===== config.mk =====
export PLATFORM = sky130hd
export DESIGN_NAME = pwm_front
export DESIGN_NICKNAME = d
export VERILOG_FILES = /design/src/rtl/plate_watchlist_fuzzy_matcher_core_macros.svh /design/src/rtl/pwm_pkg.sv /design/src/rtl/pwm_front.sv
export SDC_FILE = /design/constraint.sdc
export NUM_CORES = 1
export LEC_CHECK = 0
export BUFFER_PORTS_ARGS = -buffer_cell sky130_fd_sc_hd__buf_4
export CAP_MARGIN = 20
export CORE_UTILIZATION = 30
export DETAILED_ROUTE_END_ITERATION = 8
export SYNTH_ARGS = -nofsm -noshare
export SYNTH_HDL_FRONTEND = slang
export SYNTH_SLANG_ARGS = --single-unit

===== constraint.sdc =====
create_clock -name clk -period 5.67 [get_ports clk]
set_clock_uncertainty 0.1 [all_clocks]
set_input_delay 0.2835 -clock clk [delete_from_list [all_inputs] [get_ports clk]]
set_output_delay 0.2835 -clock clk [all_outputs]
set_load 0.05 [all_outputs]

===== src/rtl/plate_watchlist_fuzzy_matcher_core_macros.svh =====
// Assertion macros shared by the watchlist matcher.
`ifndef PLATE_WATCHLIST_FUZZY_MATCHER_CORE_MACROS_SVH
`define PLATE_WATCHLIST_FUZZY_MATCHER_CORE_MACROS_SVH
`define PWM_ASSERT_IMP(label, clk, rst_n, a, c, msg) \
	label: assert property (@(posedge clk) disable iff (!rst_n) (a) |-> (c)) else $error(msg);
`define PWM_ASSERT_NXT(label, clk, rst_n, a, c, msg) \
	label: assert property (@(posedge clk) disable iff (!rst_n) (a) |=> (c)) else $error(msg);
`endif


===== src/rtl/pwm_pkg.sv =====
// Types and constants of the plate watchlist matcher.
package pwm_pkg;
	localparam logic [2:0] ACT_ADD = 3'd0;
	localparam logic [2:0] ACT_REMOVE = 3'd1;
	localparam logic [2:0] ACT_EXACT = 3'd2;
	localparam logic [2:0] ACT_FUZZY = 3'd3;
	localparam logic [2:0] ACT_PREFIX = 3'd4;
	localparam logic [1:0] ST_OK = 2'd0;
	localparam logic [1:0] ST_FULL = 2'd1;
	localparam logic [1:0] ST_MISS = 2'd2;
	localparam logic [1:0] KIND_BLOCKED = 2'd0;
	localparam logic [1:0] KIND_BAD = 2'd3;

	typedef struct packed {
		logic [2:0] action;
		logic [63:0] text;
		logic [3:0] len;
		logic [1:0] kind;
		logic alert;
		logic [15:0] handle;
	} cmd_t;

	typedef struct packed {
		logic [1:0] status;
		logic [5:0] slot;
		logic [63:0] plate;
		logic [3:0] len;
		logic [1:0] kind;
		logic alert;
		logic [15:0] handle;
	} res_t;

	// Lexicographic less-than with unsigned bytes; a proper prefix sorts first.
	function automatic logic plate_less(input logic [63:0] a, input logic [3:0] la,
			input logic [63:0] b, input logic [3:0] lb);
		logic done;
		logic r;
		done = 1'b0;
		r = la < lb;
		for (int i = 0; i < 8; i++) begin
			if (!done && i < la && i < lb && a[8*i +: 8] != b[8*i +: 8]) begin
				done = 1'b1;
				r = a[8*i +: 8] < b[8*i +: 8];
			end
		end
		plate_less = r;
	endfunction

	function automatic logic one_edit(input logic [63:0] a, input logic [3:0] la,
			input logic [63:0] b, input logic [3:0] lb);
		logic [63:0] lo;
		logic [63:0] sh;
		logic [3:0] ll;
		logic [3:0] sl;
		logic [3:0] diffs;
		logic ok;
		logic skipped;
		ok = 1'b0;
		if (la == lb) begin
			diffs = 4'd0;
			for (int i = 0; i < 8; i++)
				if (i < la && a[8*i +: 8] != b[8*i +: 8])
					diffs = diffs + 4'd1;
			ok = diffs <= 4'd1;
		end else if (la == lb + 4'd1 || lb == la + 4'd1) begin
			lo = (la > lb) ? a : b;
			ll = (la > lb) ? la : lb;
			sh = (la > lb) ? b : a;
			sl = (la > lb) ? lb : la;
			// The shorter plate must match the longer one with one character skipped.
			skipped = 1'b0;
			ok = 1'b1;
			for (int j = 0; j < 8; j++) begin
				if (j < sl) begin
					if (!skipped && sh[8*j +: 8] != lo[8*j +: 8])
						skipped = 1'b1;
					if (skipped && j + 1 < 8 && sh[8*j +: 8] != lo[8*(j+1) +: 8])
						ok = 1'b0;
				end
			end
			if (ll == 4'd0)
				ok = 1'b0;
		end
		one_edit = ok && la != 4'd0 && lb != 4'd0;
	endfunction

	function automatic logic [3:0] shared_prefix(input logic [63:0] a, input logic [3:0] la,
			input logic [63:0] b, input logic [3:0] lb);
		logic stop;
		logic [3:0] n;
		stop = 1'b0;
		n = 4'd0;
		for (int i = 0; i < 8; i++) begin
			if (!stop && i < la && i < lb && a[8*i +: 8] == b[8*i +: 8])
				n = n + 4'd1;
			else
				stop = 1'b1;
		end
		shared_prefix = n;
	endfunction
endpackage


===== src/rtl/pwm_front.sv =====
// Front end: takes items, normalizes them and queues them for the scanner.
module pwm_front (
	input logic clk,
	input logic arst_n,
	input logic push,
	output logic full,
	input logic [2:0] action,
	input logic [63:0] plate_text,
	input logic [3:0] plate_length,
	input logic [1:0] flag_kind,
	input logic raise_alert,
	input logic [15:0] record_handle,
	output logic cmd_valid,
	output pwm_pkg::cmd_t cmd,
	input logic cmd_take
);
	pwm_pkg::cmd_t q_q [2];
	logic [1:0] cnt_q;
	logic rd_q;
	logic wr_q;
	pwm_pkg::cmd_t norm;
	logic [3:0] len;
	logic [63:0] mask;
	logic do_push;

	always_comb begin
		len = (plate_length > 4'd8) ? 4'd8 : plate_length;
		for (int i = 0; i < 8; i++)
			mask[8*i +: 8] = (i < len) ? 8'hFF : 8'h00;
		norm.action = action;
		norm.text = plate_text & mask;
		norm.len = len;
		norm.kind = (flag_kind == pwm_pkg::KIND_BAD) ? pwm_pkg::KIND_BLOCKED : flag_kind;
		norm.alert = raise_alert;
		norm.handle = record_handle;
	end

	assign full = cnt_q == 2'd2;
	assign do_push = push && !full;
	assign cmd_valid = cnt_q != 2'd0;
	assign cmd = q_q[rd_q];

	always_ff @(posedge clk)
		if (do_push)
			q_q[wr_q] <= norm;

	always_ff @(posedge clk or negedge arst_n) begin
		if (!arst_n) begin
			cnt_q <= 2'd0;
			rd_q <= 1'b0;
			wr_q <= 1'b0;
		end else begin
			if (do_push)
				wr_q <= !wr_q;
			if (cmd_take)
				rd_q <= !rd_q;
			cnt_q <= cnt_q + {1'b0, do_push} - {1'b0, cmd_take};
		end
	end
endmodule


### After elaboration in Yosys (flattened, before gate mapping)

Memories as Yosys holds them, arrays and structs flattened.
Index checks and enable logic that the tools add are counted.

| storage, ports and cells | value |
|---|---|
| bits in read-only memories | 0 |
| RAM bits | 180 |
| word-level logic and storage cells | 35 |
| input bits | 94 |
| bits in registers | 4 |
| memories | 1 |
| latch bits | 0 |

Memories:

| name | words | bits a word | read ports | clocked after Yosys merged registers in | wr ports | line | RTL |
|---|---|---|---|---|---|---|---|
| q_q | 2 | 90 | 1 | 0 | 1 | pwm_front.sv:17 | `pwm_pkg::cmd_t q_q [2];` |

| cells by class | value |
|---|---|
| bitwise operators | 1 |
| shift-type cells | 0 |
| reductions and logical operators | 5 |
| $lt $le $gt $ge | 9 |
| muxes and demuxes | 12 |
| divide/modulo/power cells | 0 |
| multiply operators | 0 |
| eq/ne operators | 2 |
| add/subtract/negate cells | 2 |

Operators by type and width:

| cell | number |
|---|---|
| bitwise AND 64 bit | 1 |
| two-way mux 8 bit | 8 |
| less-than comparator 3 x 4 -> 1 bit, first input constant | 4 |
| less-than comparator 1 x 4 -> 1 bit, first input constant | 2 |
| less-than comparator 2 x 4 -> 1 bit, first input constant | 2 |
| equality test 2 bit, second input constant | 2 |
| > comparator 4 bit, second input constant | 1 |
| two-way mux 4 bit | 1 |
| logical NOT 1 bit | 3 |
| adder 2 x 1 -> 2 bit | 1 |
| two-way mux 1 bit | 2 |
| two-way mux 2 bit | 1 |
| nonzero test 2 bit | 1 |
| subtractor 2 x 1 -> 2 bit | 1 |
| logical AND 1 bit | 1 |

### Depth between registers and ports, before layout

| logic depth | value |
|---|---|
| depth in word-level cells | 5 |
| depth in mapped cells | 7 |
| depth with buffers taken out | 7 |

### Worst setup path before layout

Ideal clock, no wire load.

| path | value |
|---|---|
| path kind | flip-flop to flip-flop |
| start point | reg cnt_q[1] |
| end point | mem q_q[0][0] (netlist name) (enable) |
| arrival | 4338 ps |
| path slack | 693 ps |
| data required time | 5031 ps |
| stages on the path, launching flop included | 4 |
| cells stage by stage | dfrtp_1 > nand2b_1 > nand2_1 > nor2_1 |

| on the way | value |
|---|---|
| cells in the longest elaborated chain, start to end | 5 |

Ends and longest elaborated chain:

| item | line | RTL |
|---|---|---|
| start: declaration | pwm_front.sv:18 | `logic [1:0] cnt_q;` |
| start signal: assignment | pwm_front.sv:57 | `cnt_q <= cnt_q + {1'b0, do_push} - {1'b0, cmd_take};` |
| equality test 2 bit | pwm_front.sv:38 | `assign full = cnt_q == 2'd2;` |
| logical NOT 1 bit | pwm_front.sv:39 | `assign do_push = push && !full;` |
| logical AND 1 bit | pwm_front.sv:39 |  |
| two-way mux 1 bit | pwm_front.sv:44 | `if (do_push)` |
| two-way mux 1 bit (implied by the code) | pwm_front.sv:45 | `q_q[wr_q] <= norm;` |
| end: declaration | pwm_front.sv:17 |  |

Every way passes these cells.

==> impl_results.md <==
* Ys Warns at 0
* Slew margin rel. at 0.3765
* Clock latency on the worst-skew pair at 410 ps
* Diodes inserted at 0
* Area grow syn2layout at 35.39%
* Drt pass-1 iters at 4
* CTS Buffer Depth at 2
* Mapped cell area at 7174 sq um
* Final Hold Vio Count at 0
* Post-Syn Nets at 474
* Post-synth top flop: edfxtp_1
* Fin Hold WS at 57.43 ps
* Outcome: completed
* Reg2Reg Depth at 3
* Post-synth EDFFs at 180
* Placeable Area at 23,470 sq um
* DP HPWL at 9.932 mm
* Die Width at 156.6 um
* Mapped Cells at 378
* Sink Count at 184
* Post-route ant nets at 0
* Vias at 3,916
* Mean Syn Cell Area at 18.98 sq um
* First-pass GRT wire length at 22.47 mm
* HP Class: in -> reg
* Nets at 690
* Switching Fraction at 0.4058
* Register share of total power at 0.366
* Fmax at 343.5 MHz
* Vias per std cell at 4.229
* Clock slew at reported path FFs at 70 ps
* Leak at 3.595 nW
* Resized Gates After CTS at 0
* Ports at 186
* Vias in the first global route at 4,288
* CTS tree: built
* Total power at 5.487 mW
* Minimum clock period after layout at 2911 ps
* Register area share after synthesis at 0.7674
* Count of input and output buffers at 185
* Tightest Pin Transition at 930.9 ps
* RSZ-0062 raised after global routing: no
* Max-slew violation count at 0
* Distinct cell type count after synthesis at 23
* Critical path capture point type: output pin
* CP required at 5290 ps
* Initial antenna violation count at 0
* Worst setup SP type: flop
* Setup CP Type: reg -> out
* Pint at 3.261 mW
* Die height at 156.6 um
* Max-cap violation count at 0
* Largest net degree at the start of global routing at 49
* Psw at 2.226 mW
* Clock root cell: clkbuf_16
* CTS H-tree depth at 4
* DRC at 0
* Proportion of layout cells with a drive suffix above 1 at 0.5222
* Crit path DAT at 2530 ps
* Placement Setup Slack at 3122 ps
* Postcts setup bufs at 0
* Wire per inst at 16.20 um
* Overall Global Routing Usage at 0.1249
* Async S/R FF share, synth at 0.02174
* RD Place Congestion at 0.7287
* Crit-path max FO at 48
* Die area at 24,540 sq um
* Final setup violation count at 0
* Num rows at 56
* Final WL at 15.00 mm
* Total CTS buffers at 17
* Power Dens Cells at 564.9 nW/um^2
* Crit share post-route at 0.5134
* Setup TNS at 0 ps
* Yosys reg bits at 184
* Clock power frac at 0.203
* Worst Slack Setup Final at 2759 ps
* 1st-iter DRT viols at 160
* Power share of the combinational group at 0.431
* VDD IR max at 0.0002359 V
* WHS Path Cells at 2
* Grt ovf at 0
* Initial core utilization at 0.3057
* Number of fill cells in the layout at 2,144
-- area by class of cell --
class,count,area (sq um),share of cell area
repair buffers,211,1639,0.1687
well taps,319,399.1,0.04109
flip-flops and latches,184,5509,0.5672
clock buffers,18,429.2,0.04418
multi-input cells,178,1607,0.1654
clock inverters,14,122.6,0.01262
inverters,2,7.507,0.0007729
-- synth_stat cells, types with 2 or more instances --
library cell	n	area (sq um)
xnor2_1	3	26.28
ha_1	2	25.02
dfrtp_1	4	100.1
nor2b_1	61	381.6
and2_1	8	50.05
inv_1	2	7.510
buf_2	11	55.05
nor2_1	2	7.510
nor3_2	2	20.02
clkbuf_1	2	7.510
mux2_2	90	1013
edfxtp_1	180	5405
-- repair_timing --
item / CTS / global route
hold buffers: 22 / 0
endpoints found under the setup margin: 0 / 0
endpoints found under the hold margin: 45 / 0
-- kinds of logic after synthesis --
kind of cell	count (synthesis)	share of synthesized area
AOI/OAI and AO/OA	4	0.004534
xor gates and xnor gates	4	0.004884
adders and majority gates	2	0.003487
buffers and inverters	16	0.01046
DFF	184	0.7674
muxes	90	0.1413
and+or+nand+nor	78	0.06802
-- placed cells by master, fill, tap and decap left out, types with 3 or more instances in the layout --
cell	instances
and2_1	8
mux2_2	90
edfxtp_1	180
nor2b_1	61
xnor2_1	3
clkinvlp_4	4
inv_6	3
dfrtp_1	3
clkbuf_16	17
dlygate4sd3_1	22
clkinv_2	3
buf_4	189
-- worst paths after layout --
kind / start / end / slack, ps
max: rd_q$_DFFE_PN0P_ / cmd[59] / 2760
min: flag_kind[1] / q_q[0][17]$_DFFE_PP_ / 60
max reg2reg: cnt_q[0]$_DFF_PN0_ / q_q[1][85]$_DFFE_PP_ / 3310
min reg2reg: cnt_q[1]$_DFF_PN0_ / cnt_q[1]$_DFF_PN0_ / 420
max in group asynchronous: arst_n / rd_q$_DFFE_PN0P_ / 5250
min in group asynchronous: arst_n / cnt_q[1]$_DFF_PN0_ / 100
-- layer usage --
layer | up-vias | part of all wire | GRT usage
li1 | 1856 | - | -
met1 | 1944 | 0.40 | 0.1346
met2 | 107 | 0.52 | 0.2251
met3 | 9 | 0.064 | 0.04763
met4 | 0 | 0.0099 | 0.03828
met5 | - | 0 | 0
-- through the flow --
stage,utilization,std cells,instance area [sq um]
floorplan,-,378,7174
finish,0.4138,926,9713
global placement,0.3809,872,8941
global route,0.4138,926,9713
detailed placement,0.3809,872,8941
CTS,0.4138,926,9713
-- critical path, stage by stage, from the launching register on --
cell and delay [ps]:
dfrtp_4 820, buf_4 620, mux2_2 420, buf_4 190
-- state kept, by name (all words and copies together) (netlist names) --
register	flops
rd_q	1
q_q	180
wr_q	1
cnt_q	2
-- power by group through the flow --
stage	Sequential [mW]	Clock, mW	Combinational, mW
final	2.01	1.11	2.37
after detailed placement	2.04	0	2.38
after global routing	2.05	1.20	2.48
after CTS	2.02	1.15	2.40
after global placement	2.03	0	2.37
after floorplan	1.98	0	1.77
No activity file was read; power rests on OpenSTA's default activity.
